<file path="src/sv/longest_prefix_match_router_core_defines.svh">
// ----------------------------------------------------------------------------
// LPM router assertion macros
// Shared property shapes for the forwarding core checks.
// ----------------------------------------------------------------------------
`ifndef LONGEST_PREFIX_MATCH_ROUTER_CORE_DEFINES_SVH
`define LONGEST_PREFIX_MATCH_ROUTER_CORE_DEFINES_SVH

// Same-cycle implication, checked outside reset.
`define LPMR_ASSERT_IMPLY(label, ante, cons, msg) \
	label: assert property (@(posedge clk) disable iff (!arst_n) (ante) |-> (cons)) \
		else $error(msg);

// Next-cycle implication, checked outside reset.
`define LPMR_ASSERT_NEXT(label, ante, cons, msg) \
	label: assert property (@(posedge clk) disable iff (!arst_n) (ante) |=> (cons)) \
		else $error(msg);

`endif

</file>
<file path="src/sv/lpmr_pkg.sv">
// ----------------------------------------------------------------------------
// LPM router package
// Request, response and chain token types shared by the forwarding core.
// ----------------------------------------------------------------------------
package lpmr_pkg;

	localparam int ADDR_W = 32;
	localparam int LEN_W  = 6;
	localparam int PORT_W = 3;
	localparam int TTL_W  = 8;

	localparam logic [LEN_W-1:0] MAX_LEN = 6'd32;
	// Interfaces at or above this count do not exist.
	localparam logic [6:0] NUM_PORTS = 7'd8;

	typedef enum logic {
		KIND_ADD   = 1'b0,
		KIND_ROUTE = 1'b1
	} kind_t;

	typedef enum logic [2:0] {
		ST_ADDED       = 3'd0,
		ST_FULL        = 3'd1,
		ST_FORWARDED   = 3'd2,
		ST_NO_ROUTE    = 3'd3,
		ST_TTL_EXPIRED = 3'd4
	} status_t;

	typedef struct packed {
		kind_t              kind;
		logic [ADDR_W-1:0]  net_prefix;
		logic [LEN_W-1:0]   prefix_len;
		logic               has_next_hop;
		logic [ADDR_W-1:0]  next_hop_in;
		logic [PORT_W-1:0]  interface_in;
		logic [ADDR_W-1:0]  dst_addr;
		logic [TTL_W-1:0]   ttl_in;
	} req_t;

	typedef struct packed {
		status_t            status;
		logic [PORT_W-1:0]  out_interface;
		logic [ADDR_W-1:0]  next_hop_out;
		logic [TTL_W-1:0]   ttl_out;
	} rsp_t;

	// Request as it travels down the cell chain, with the best match so far.
	typedef struct packed {
		kind_t              kind;
		logic               full;
		logic [ADDR_W-1:0]  prefix;
		logic [LEN_W-1:0]   len;
		logic               has_hop;
		logic [ADDR_W-1:0]  hop;
		logic [PORT_W-1:0]  port;
		logic [ADDR_W-1:0]  dst;
		logic [TTL_W-1:0]   ttl;
		logic               found;
		logic [LEN_W-1:0]   best_len;
		logic               best_has_hop;
		logic [ADDR_W-1:0]  best_hop;
		logic [PORT_W-1:0]  best_port;
	} tok_t;

endpackage

</file>
<file path="src/sv/lpmr_cell.sv">
// ----------------------------------------------------------------------------
// LPM router cell
// Holds one route, stores it when its add request passes, and folds it into
// the best match of each lookup request that passes.
// ----------------------------------------------------------------------------
module lpmr_cell #(
	parameter int INDEX = 0,
	parameter int CNT_W = 5
) (
	input  logic                 clk,
	input  logic                 arst_n,
	input  logic                 advance,
	input  logic                 valid_in,
	input  lpmr_pkg::tok_t       tok_in,
	input  logic [CNT_W-1:0]     cnt_in,
	output logic                 valid_out,
	output lpmr_pkg::tok_t       tok_out,
	output logic [CNT_W-1:0]     cnt_out
);

	localparam logic [CNT_W-1:0] IDX = CNT_W'(INDEX);

	logic [lpmr_pkg::ADDR_W-1:0] prefix_q;
	logic [lpmr_pkg::LEN_W-1:0]  len_q;
	logic                        has_hop_q;
	logic [lpmr_pkg::ADDR_W-1:0] hop_q;
	logic [lpmr_pkg::PORT_W-1:0] port_q;

	logic                        valid_s1;
	lpmr_pkg::tok_t              tok_s1;
	logic [CNT_W-1:0]            cnt_s1;

	logic [lpmr_pkg::ADDR_W-1:0] mask;
	logic                        hit;
	logic                        take;
	logic                        write_en;
	lpmr_pkg::tok_t              tok_d;

	always_comb begin
		mask = ~({lpmr_pkg::ADDR_W{1'b1}} >> len_q);
		// Only routes added before this lookup entered take part.
		hit = valid_in && (tok_in.kind == lpmr_pkg::KIND_ROUTE) && (IDX < cnt_in)
			&& (((prefix_q ^ tok_in.dst) & mask) == '0);
		take = hit && (!tok_in.found || (tok_in.best_len < len_q));
		write_en = advance && valid_in && (tok_in.kind == lpmr_pkg::KIND_ADD)
			&& !tok_in.full && (cnt_in == IDX);
		tok_d = tok_in;
		if (take) begin
			tok_d.found        = 1'b1;
			tok_d.best_len     = len_q;
			tok_d.best_has_hop = has_hop_q;
			tok_d.best_hop     = hop_q;
			tok_d.best_port    = port_q;
		end
	end

	always_ff @(posedge clk) begin
		if (write_en) begin
			prefix_q  <= tok_in.prefix;
			len_q     <= tok_in.len;
			has_hop_q <= tok_in.has_hop;
			hop_q     <= tok_in.hop;
			port_q    <= tok_in.port;
		end
	end

	always_ff @(posedge clk or negedge arst_n) begin
		if (!arst_n) begin
			valid_s1 <= 1'b0;
		end else if (advance) begin
			valid_s1 <= valid_in;
		end
	end

	always_ff @(posedge clk) begin
		if (advance) begin
			tok_s1 <= tok_d;
			cnt_s1 <= cnt_in;
		end
	end

	assign valid_out = valid_s1;
	assign tok_out   = tok_s1;
	assign cnt_out   = cnt_s1;

endmodule

</file>
<file path="src/sv/lpmr_resolve.sv">
// ----------------------------------------------------------------------------
// LPM router resolve stage
// Turns the chain's final token into a response and holds it in the output
// register until the receiver takes it.
// ----------------------------------------------------------------------------
module lpmr_resolve (
	input  logic             clk,
	input  logic             arst_n,
	input  logic             valid_in,
	input  lpmr_pkg::tok_t   tok_in,
	input  logic             rsp_stall,
	output logic             advance,
	output logic             rsp_valid,
	output lpmr_pkg::rsp_t   rsp
);

	logic            valid_q;
	lpmr_pkg::rsp_t  rsp_q;
	lpmr_pkg::rsp_t  rsp_d;
	logic            port_ok;

	always_comb begin
		port_ok = {4'b0, tok_in.best_port} < lpmr_pkg::NUM_PORTS;
		rsp_d = '0;
		if (tok_in.kind == lpmr_pkg::KIND_ADD) begin
			rsp_d.status = tok_in.full ? lpmr_pkg::ST_FULL : lpmr_pkg::ST_ADDED;
		end else if (!tok_in.found || !port_ok) begin
			rsp_d.status = lpmr_pkg::ST_NO_ROUTE;
		end else if (tok_in.ttl <= 8'd1) begin
			rsp_d.status = lpmr_pkg::ST_TTL_EXPIRED;
		end else begin
			rsp_d.status        = lpmr_pkg::ST_FORWARDED;
			rsp_d.out_interface = tok_in.best_port;
			// Direct route: deliver to the destination itself.
			rsp_d.next_hop_out  = tok_in.best_has_hop ? tok_in.best_hop : tok_in.dst;
			rsp_d.ttl_out       = tok_in.ttl - 8'd1;
		end
	end

	// Advance the whole chain whenever the output register is free or taken.
	assign advance = !valid_q || !rsp_stall;

	always_ff @(posedge clk or negedge arst_n) begin
		if (!arst_n) begin
			valid_q <= 1'b0;
		end else if (advance) begin
			valid_q <= valid_in;
		end
	end

	always_ff @(posedge clk) begin
		if (advance) begin
			rsp_q <= rsp_d;
		end
	end

	assign rsp_valid = valid_q;
	assign rsp       = rsp_q;

endmodule

</file>
<file path="src/sv/longest_prefix_match_router_core.sv">
// ----------------------------------------------------------------------------
// Longest prefix match router core
// IPv4 forwarding table built as a chain of route cells.
// ----------------------------------------------------------------------------
// Usage:
//   Request channel (req_valid, req_stall, req): an add request appends one
//   route; a route request looks up dst_addr and, when forwarded, decrements ttl_in.
//   Response channel (rsp_valid, rsp_stall, rsp): exactly one response per
//   request, in request order.
//   Each request walks a chain of MAX_ROUTES cells, one cell per cycle while
//   the chain advances, each cell holding one route, and the resolve stage
//   registers its response. A new request enters every cycle unless req_stall
//   is raised; sustained throughput is one request per cycle while unstalled.
//   An add request takes its table slot as it enters; the route lands in its
//   cell as the request passes, ahead of any later lookup.
//   Reset clears the route count and all stage valids; route storage is left
//   as is and only slots below the count are ever matched.
//   While rsp_valid is high and rsp_stall is high the whole chain holds and
//   req_stall is raised; the held response stays unchanged.
// ----------------------------------------------------------------------------
`include "longest_prefix_match_router_core_defines.svh"

module longest_prefix_match_router_core #(
	parameter int MAX_ROUTES = 16
) (
	input  logic             clk,
	input  logic             arst_n,
	input  logic             req_valid,
	output logic             req_stall,
	input  lpmr_pkg::req_t   req,
	output logic             rsp_valid,
	input  logic             rsp_stall,
	output lpmr_pkg::rsp_t   rsp
);

	localparam int CNT_W = $clog2(MAX_ROUTES + 1);
	localparam logic [CNT_W-1:0] MAX_CNT = CNT_W'(MAX_ROUTES);

	logic                  advance;
	logic                  accept;
	logic                  add_ok;
	logic [CNT_W-1:0]      count_q;
	lpmr_pkg::tok_t        tok_head;

	logic [MAX_ROUTES:0]   vld_w;
	lpmr_pkg::tok_t        tok_w [MAX_ROUTES+1];
	logic [CNT_W-1:0]      cnt_w [MAX_ROUTES+1];

	assign req_stall = !advance;
	assign accept    = req_valid && advance;
	assign add_ok    = accept && (req.kind == lpmr_pkg::KIND_ADD) && (count_q != MAX_CNT);

	always_ff @(posedge clk or negedge arst_n) begin
		if (!arst_n) begin
			count_q <= '0;
		end else if (add_ok) begin
			count_q <= count_q + CNT_W'(1);
		end
	end

	// Build the chain token from the incoming request.
	always_comb begin
		tok_head         = '0;
		tok_head.kind    = req.kind;
		tok_head.full    = (count_q == MAX_CNT);
		tok_head.prefix  = req.net_prefix;
		tok_head.len     = (req.prefix_len > lpmr_pkg::MAX_LEN) ? lpmr_pkg::MAX_LEN
			: req.prefix_len;
		tok_head.has_hop = req.has_next_hop;
		tok_head.hop     = req.next_hop_in;
		tok_head.port    = req.interface_in;
		tok_head.dst     = req.dst_addr;
		tok_head.ttl     = req.ttl_in;
	end

	assign tok_w[0] = tok_head;
	assign vld_w[0] = req_valid;
	assign cnt_w[0] = count_q;

	for (genvar i = 0; i < MAX_ROUTES; i++) begin : g_cell
		lpmr_cell #(
			.INDEX (i),
			.CNT_W (CNT_W)
		) u_cell (
			.clk       (clk),
			.arst_n    (arst_n),
			.advance   (advance),
			.valid_in  (vld_w[i]),
			.tok_in    (tok_w[i]),
			.cnt_in    (cnt_w[i]),
			.valid_out (vld_w[i+1]),
			.tok_out   (tok_w[i+1]),
			.cnt_out   (cnt_w[i+1])
		);
	end

	lpmr_resolve u_resolve (
		.clk       (clk),
		.arst_n    (arst_n),
		.valid_in  (vld_w[MAX_ROUTES]),
		.tok_in    (tok_w[MAX_ROUTES]),
		.rsp_stall (rsp_stall),
		.advance   (advance),
		.rsp_valid (rsp_valid),
		.rsp       (rsp)
	);

	`LPMR_ASSERT_IMPLY(a_count_bound, 1'b1, count_q <= MAX_CNT, "route count above table size")
	`LPMR_ASSERT_NEXT(a_count_step, add_ok, count_q == $past(count_q) + CNT_W'(1), "add took no slot")
	`LPMR_ASSERT_IMPLY(a_stall_cause, req_stall, rsp_valid && rsp_stall, "stall with output free")
	`LPMR_ASSERT_IMPLY(a_fwd_ttl, rsp_valid && (rsp.status == lpmr_pkg::ST_FORWARDED), rsp.ttl_out != 8'd0, "forwarded with zero ttl")
	`LPMR_ASSERT_IMPLY(a_nofwd_zero, rsp_valid && (rsp.status != lpmr_pkg::ST_FORWARDED), (rsp.out_interface == 3'd0) && (rsp.next_hop_out == 32'd0) && (rsp.ttl_out == 8'd0), "non-forwarded response carries data")

endmodule
</file>
<file path="config.mk">
export PLATFORM = sky130hd
export DESIGN_NAME = longest_prefix_match_router_core
export DESIGN_NICKNAME = d
export VERILOG_FILES = /design/src/sv/lpmr_pkg.sv /design/src/sv/lpmr_cell.sv /design/src/sv/lpmr_resolve.sv /design/src/sv/longest_prefix_match_router_core.sv
export VERILOG_INCLUDE_DIRS = /design/src /design/src/sv
export SDC_FILE = /design/constraint.sdc
export NUM_CORES = 2
export LEC_CHECK = 0
export BUFFER_PORTS_ARGS = -buffer_cell sky130_fd_sc_hd__buf_2
export CAP_MARGIN = 10
export CORE_ASPECT_RATIO = 0.6
export CORE_MARGIN = 2
export CORE_UTILIZATION = 30
export DETAILED_ROUTE_END_ITERATION = 7
export GPL_ROUTABILITY_DRIVEN = 0
export HOLD_SLACK_MARGIN = 0.12
export SLEW_MARGIN = 15
export SYNTH_ARGS = -nofsm -noshare
export SYNTH_HDL_FRONTEND = slang
export SYNTH_SLANG_ARGS = --single-unit
export TNS_END_PERCENT = 50
</file>
<file path="constraint.sdc">
create_clock -name clk -period 77.7 [get_ports clk]
set_clock_uncertainty 0.05 [all_clocks]
set_input_delay 15.54 -clock clk [delete_from_list [all_inputs] [get_ports clk]]
set_output_delay 15.54 -clock clk [all_outputs]
set_load 0.02 [all_outputs]
</file>
After elaboration in Yosys (flattened, before gate mapping)
Index checks and enable logic that the tools add are counted.
{"block": "word_totals", "ram_bits": 0, "wordCells": 687, "ff_bits": 3791, "romBits": 0, "mem_count": 0, "latch_bits": 0}
{"block": "op_classes", "reduce_logical": 196, "eq_ne": 17, "mux": 22, "multipliers": 0, "n_shift": 16, "n_lt_le_gt_ge": 33, "n_div": 0, "bitwise": 66, "add_sub_neg": 2}
{"cell": "two-way mux 42 bit", "count": 14}
{"cell": "AND 32 bit", "count": 16}
{"cell": "zero test 32 bit", "count": 16}
{"cell": "NOT 32 bit", "count": 16}
{"cell": ">> shifter 32 x 6 -> 32 bit (first input constant)", "count": 16}
{"cell": "bitwise XOR 32 bit", "count": 16}
{"cell": "logical AND 1 bit", "count": 128}
{"cell": "< comparator 6 bit", "count": 15}
{"cell": "two-way mux 43 bit", "count": 1}
{"cell": "== test 5 x 4 -> 1 bit (second input constant)", "count": 8}
{"cell": "< comparator 4 x 5 -> 1 bit (first input constant)", "count": 8}
{"cell": "two-way mux 36 bit", "count": 1}
{"cell": "zero test 1 bit", "count": 34}
{"cell": "two-way mux 32 bit", "count": 1}
{"cell": "== test 5 x 3 -> 1 bit (second input constant)", "count": 4}
{"cell": "< comparator 3 x 5 -> 1 bit (first input constant)", "count": 4}
{"cell": "NOT 1 bit", "count": 18}
{"cell": "logical OR 1 bit", "count": 16}
{"cell": "== test 5 x 2 -> 1 bit (second input constant)", "count": 2}
{"cell": "< comparator 1 x 5 -> 1 bit (first input constant)", "count": 2}
{"cell": "< comparator 2 x 5 -> 1 bit (first input constant)", "count": 2}
{"cell": "two-way mux 3 bit", "count": 3}
{"cell": "less-or-equal comparator 8 x 1 -> 1 bit (second input constant)", "count": 1}
{"cell": "subtractor 8 x 1 -> 8 bit (second input constant)", "count": 1}
{"cell": "other kinds (9)", "count": 9}

Longest topological paths before layout
{"block": "logic_depth", "ltp_word": 7, "depth_mapped": 11, "ltp_nobuf": 8}

Cells and area by module
From an unflattened synthesis, not the netlist that was laid out.
{"block": "hier_totals", "cells_unflattened": 6775, "area_unflattened_um2": 142228.9}
{"module": "lpmr_cell at g_cell[11].u_cell ...", "area_per_inst_um2": 8735.9, "n_inst": 2, "cells_each": 410, "seq_area_each_um2": 7171.9}
{"module": "lpmr_cell at g_cell[10].u_cell", "area_per_inst_um2": 8789.7, "n_inst": 1, "cells_each": 420, "seq_area_each_um2": 7171.9}
{"module": "lpmr_cell at g_cell[2].u_cell", "area_per_inst_um2": 8764.7, "n_inst": 1, "cells_each": 411, "seq_area_each_um2": 7171.9}
{"module": "lpmr_cell at g_cell[0].u_cell", "area_per_inst_um2": 8757.1, "n_inst": 1, "cells_each": 415, "seq_area_each_um2": 7171.9}
{"module": "lpmr_cell at g_cell[3].u_cell", "area_per_inst_um2": 8753.4, "n_inst": 1, "cells_each": 413, "seq_area_each_um2": 7171.9}
{"module": "lpmr_cell at g_cell[15].u_cell", "area_per_inst_um2": 8743.4, "n_inst": 1, "cells_each": 412, "seq_area_each_um2": 7171.9}
{"module": "lpmr_cell at g_cell[13].u_cell", "area_per_inst_um2": 8742.1, "n_inst": 1, "cells_each": 415, "seq_area_each_um2": 7171.9}
{"module": "lpmr_cell at g_cell[4].u_cell", "area_per_inst_um2": 8740.9, "n_inst": 1, "cells_each": 407, "seq_area_each_um2": 7171.9}
{"module": "lpmr_cell at g_cell[8].u_cell", "area_per_inst_um2": 8739.6, "n_inst": 1, "cells_each": 411, "seq_area_each_um2": 7171.9}
{"module": "lpmr_cell at g_cell[14].u_cell", "area_per_inst_um2": 8738.4, "n_inst": 1, "cells_each": 405, "seq_area_each_um2": 7171.9}
{"module": "lpmr_cell at g_cell[9].u_cell", "area_per_inst_um2": 8737.1, "n_inst": 1, "cells_each": 409, "seq_area_each_um2": 7171.9}
{"module": "lpmr_cell at g_cell[5].u_cell", "area_per_inst_um2": 8727.1, "n_inst": 1, "cells_each": 410, "seq_area_each_um2": 7171.9}
{"module": "lpmr_cell at g_cell[12].u_cell", "area_per_inst_um2": 8723.4, "n_inst": 1, "cells_each": 411, "seq_area_each_um2": 7171.9}
{"module": "lpmr_cell at g_cell[7].u_cell", "area_per_inst_um2": 8705.8, "n_inst": 1, "cells_each": 409, "seq_area_each_um2": 7171.9}
{"module": "3 more rows"}

Least setup slack after synthesis
Ideal clock, no wire load.
{"block": "synth_path", "kind": "input port to flip-flop", "startpoint": "input rsp_stall", "endpoint": "register g_cell[0].u_cell.cnt_s1[0] (enable)", "arrival_ns": 85.251, "setup_slack_ns": -11.558, "required_time_ns": 73.692, "stages": 2, "n_path_buf": 1, "cell_sequence": "nand2_1 -> clkbuf_1"}
{"block": "synth_via", "elab_chain_cells": 2}
{"element": "start, declared", "line": "longest_prefix_match_router_core.sv:32", "source": "input logic rsp_stall,"}
{"element": "zero test 1 bit", "line": "lpmr_resolve.sv:41", "source": "assign advance = !valid_q || !rsp_stall;"}
{"element": "logical OR 1 bit", "line": "lpmr_resolve.sv:41"}
{"element": "end signal, assigned", "line": "lpmr_cell.sv:78", "source": "cnt_s1 <= cnt_in;"}
{"element": "end, declared", "line": "lpmr_cell.sv:31", "source": "logic [CNT_W-1:0] cnt_s1;"}
Every way passes these cells.
A chain may end at the register's enable or synchronous reset.

Worst setup path in the final report
{"block": "layout_path", "startpoint": "input rsp_stall", "endpoint": "output req_stall"}
{"block": "layout_via", "elab_chain_cells": 3}
{"element": "zero test 1 bit", "line": "lpmr_resolve.sv:41"}
{"element": "logical OR 1 bit", "line": "lpmr_resolve.sv:41"}
{"element": "zero test 1 bit", "line": "longest_prefix_match_router_core.sv:49", "source": "assign req_stall = !advance;"}
{"element": "end, declared", "line": "longest_prefix_match_router_core.sv:29", "source": "output logic req_stall,"}
Every way passes these cells.

==> results.tsv <==
metric	value	unit
wl_per_cell	21.3	µm
io_buffers	166	
path_buf_inv	4	
cp_top_family	buffers and inverters	
overflow	0	
postSynth.asyncResetShare	0.580	%
die_h	526	µm
cp-start-kind	primary input	
ys_warn_count	0	
die_w	873	µm
yosysSeqAreaShare	83.6	%
crit_type	primary input to primary output	
finalSetupViolCount	0	
leakagePower	0.0525	µW
dp_worst_setup_slack	45280	ps
h-tree-depth	5	
cp_cell_sequence	buf_2 -> nand2_4 -> clkinv_1 -> buf_4 -> buf_2	
drc	0	
dr.first_iter.drc_count	8437	
numCtsBuffers	343	
cts_resized	0	
fin_nets	7283	
first_global_vias	58900	
start_util	30.1	%
syn_to_final_growth	14.1	%
multi_input_area	21300	µm²
synth_most_common_cell	edfxtp_1	
worst_path_max_delay_cell	buf_4	
cts_tree	built	
hp-class	flip-flop to flip-flop	
cp_common_cell	buf_2	
power_density	39.4	nW/µm²
crit_path_start	rsp_stall	
die-area	459000	µm²
yosys.cell_types.count	94	
synth_compound_area_share	3.42	%
synth_top_area_share	83.2	%
cts.path.max_buffers	4	
seq_area	114000	µm²
worst_pin_slew	1110	ps
setup_tns	0	ps
pin_count	167	
max_freq	30.9	MHz
cts.sink_count	3791	
rsz0062_at_grt	no	
synthFlopType	edfxtp_1	
grt_max_degree	176	
finalMaxSlewViolations	0	
grt_first_pass_wirelength	415000	µm
syn_inst	6662	
clk_pin_slew	60	ps
final.min_clock_period	32380	ps
drt-pass1-iter-count	7	
synth_fa_ha_area_share	0.837	%
fin_ws	45320	ps
status	finished, final reports clean	
report.final.hold_viol_count	0	
regToRegStartpoint	u_resolve.rsp_valid$_DFFE_PN0N_	
cap_violations	0	
drt-total-wl	283000	µm
clock_latency	950	ps
core	451000	µm²
cp_slowest_stage_delay	420	ps
period_share	41.7	%
ctsHoldBuffers	0	
post_cts_buffers	0	
ys_ff_latch	3791	
synth_simple_gate_area_share	2.44	%
antenna_found_initial	15	
required	62110	ps
finalPower	6120	µW
synthMuxAreaShare	5.48	%
vdd_drop_max	0.0198	mV
synth_edf_count	3769	
ant_nets	0	
grt_usage	11.9	%
nFillCells	41300	
vias	61600	
crit_fanout	27	
yosys.area.top_type	edfxtp_1	
synth_xor_area_share	3.36	%
synth.avg_cell_area	20.4	µm²
slew_headroom	26.1	%
synth_top_family_by_area	multiplexers	
crit_arrival	16790	ps
synth_area	136000	µm²
min_from	g_cell[14].u_cell.tok_out[110]$_DFFE_PN_	
rows	191	
clockRootBuffer	clkbuf_16	
dp_hpwl	195000	µm
crit_path_end_kind	primary output	
drive_above_1_share	18.9	%
yosys-top-cells-area	edfxtp_1 83%, mux2_2 4.7%, xor2_1 1.8%	
via_per_inst	4.62	
synth_common_cells	3769 x edfxtp_1, 569 x mux2_2, 273 x xor2_1, 249 x xnor2_1, 184 x a21oi_1	
syn_nets	6860	
## layout by cell type (no fill, tap or decap), types with 59 or more instances in the layout
cell          n
xor2_1      273
xnor2_1     249
buf_4        75
o21ai_0     141
nor2_1      143
inv_1       102
clkbuf_1     63
mux2_2      569
a21oi_1     182
clkbuf_16   350
buf_2       166
ha_1         79
clkinv_2     59
edfxtp_1   3769
clkinv_1     64
nand2_1     136
## where the power goes
| group | leakage [µW] | internal, µW | switching [µW] | total, µW |
|---|---|---|---|---|
| sequential | 0.0379 | 3280 | 518 | 3800 |
| clock | 0.00532 | 931 | 731 | 1660 |
| combinational | 0.00929 | 263 | 404 | 667 |
## logic make-up after synthesis
family | count (synthesis)
xor gates and xnor gates | 522
DFF | 3791
and+or+nand+nor | 628
buffers and inverters | 271
adders and majority gates | 94
muxes | 653
AOI/OAI and AO/OA | 703
## sequential cells by signal, indices dropped and copies added, names as in the netlist
register                 count
g_cell.u_cell.tok_out     2464
g_cell.u_cell.valid_out     16
g_cell.u_cell.hop_q        512
g_cell.u_cell.cnt_out       75
u_resolve.rsp               46
g_cell.u_cell.has_hop_q     16
g_cell.u_cell.prefix_q     512
g_cell.u_cell.len_q         96
u_resolve.rsp_valid          1
g_cell.u_cell.port_q        48
count_q                      5
## worst reg2reg max path: cells and delay by family (launching register included)
family | cells | cell delay, ps
buffers and inverters | 6 | 5320
and+or+nand+nor | 1 | 370
DFF | 1 | 420
## area by class of cell
cell class,count,area share (%)
inverters,106,0.256
flip-flops and latches,3791,73.2
clock inverters,186,1.17
diodes,2,0.00322
repair buffers,243,0.923
well taps,5983,4.82
multi-input cells,2600,13.7
clock buffers,419,5.85
## layer usage
metal  GRT usage (%)  part of all wire [%]  up-vias
li1                -                     -    27100
met1            20.2                    51    30800
met2            15.4                    38     3077
met3            1.92                   7.6      614
met4            2.71                   2.4        0
met5               0                     0        -
## path summary, 6_finish.rpt
kind                                                           end  slack (ps)  cells after the start
max                                                      req_stall       45320                      5
min                          g_cell[15].u_cell.hop_q[24]$_DFFE_PP_         350                      0
max reg2reg                  g_cell[3].u_cell.tok_out[0]$_DFFE_PN_       71130                      7
min reg2reg                  g_cell[15].u_cell.hop_q[24]$_DFFE_PP_         350                      0
max in group asynchronous  g_cell[10].u_cell.valid_out$_DFFE_PN0N_       62150                      1
min in group asynchronous                   count_q[4]$_DFFE_PN0P_       14730                      1
## stage by stage
step | instance area [µm²] | hold slack (ps) | util (%) | cells
floorplan | 136000 | 350 | - | 6662
global placement | 144000 | 351 | 32.0 | 12700
detailed placement | 144000 | 355 | 32.0 | 12700
CTS | 155000 | 351 | 34.4 | 13300
global route | 155000 | 362 | 34.4 | 13300
finish | 155000 | 354 | 34.4 | 13300
Note: power is estimated with default switching activity, not from simulation.
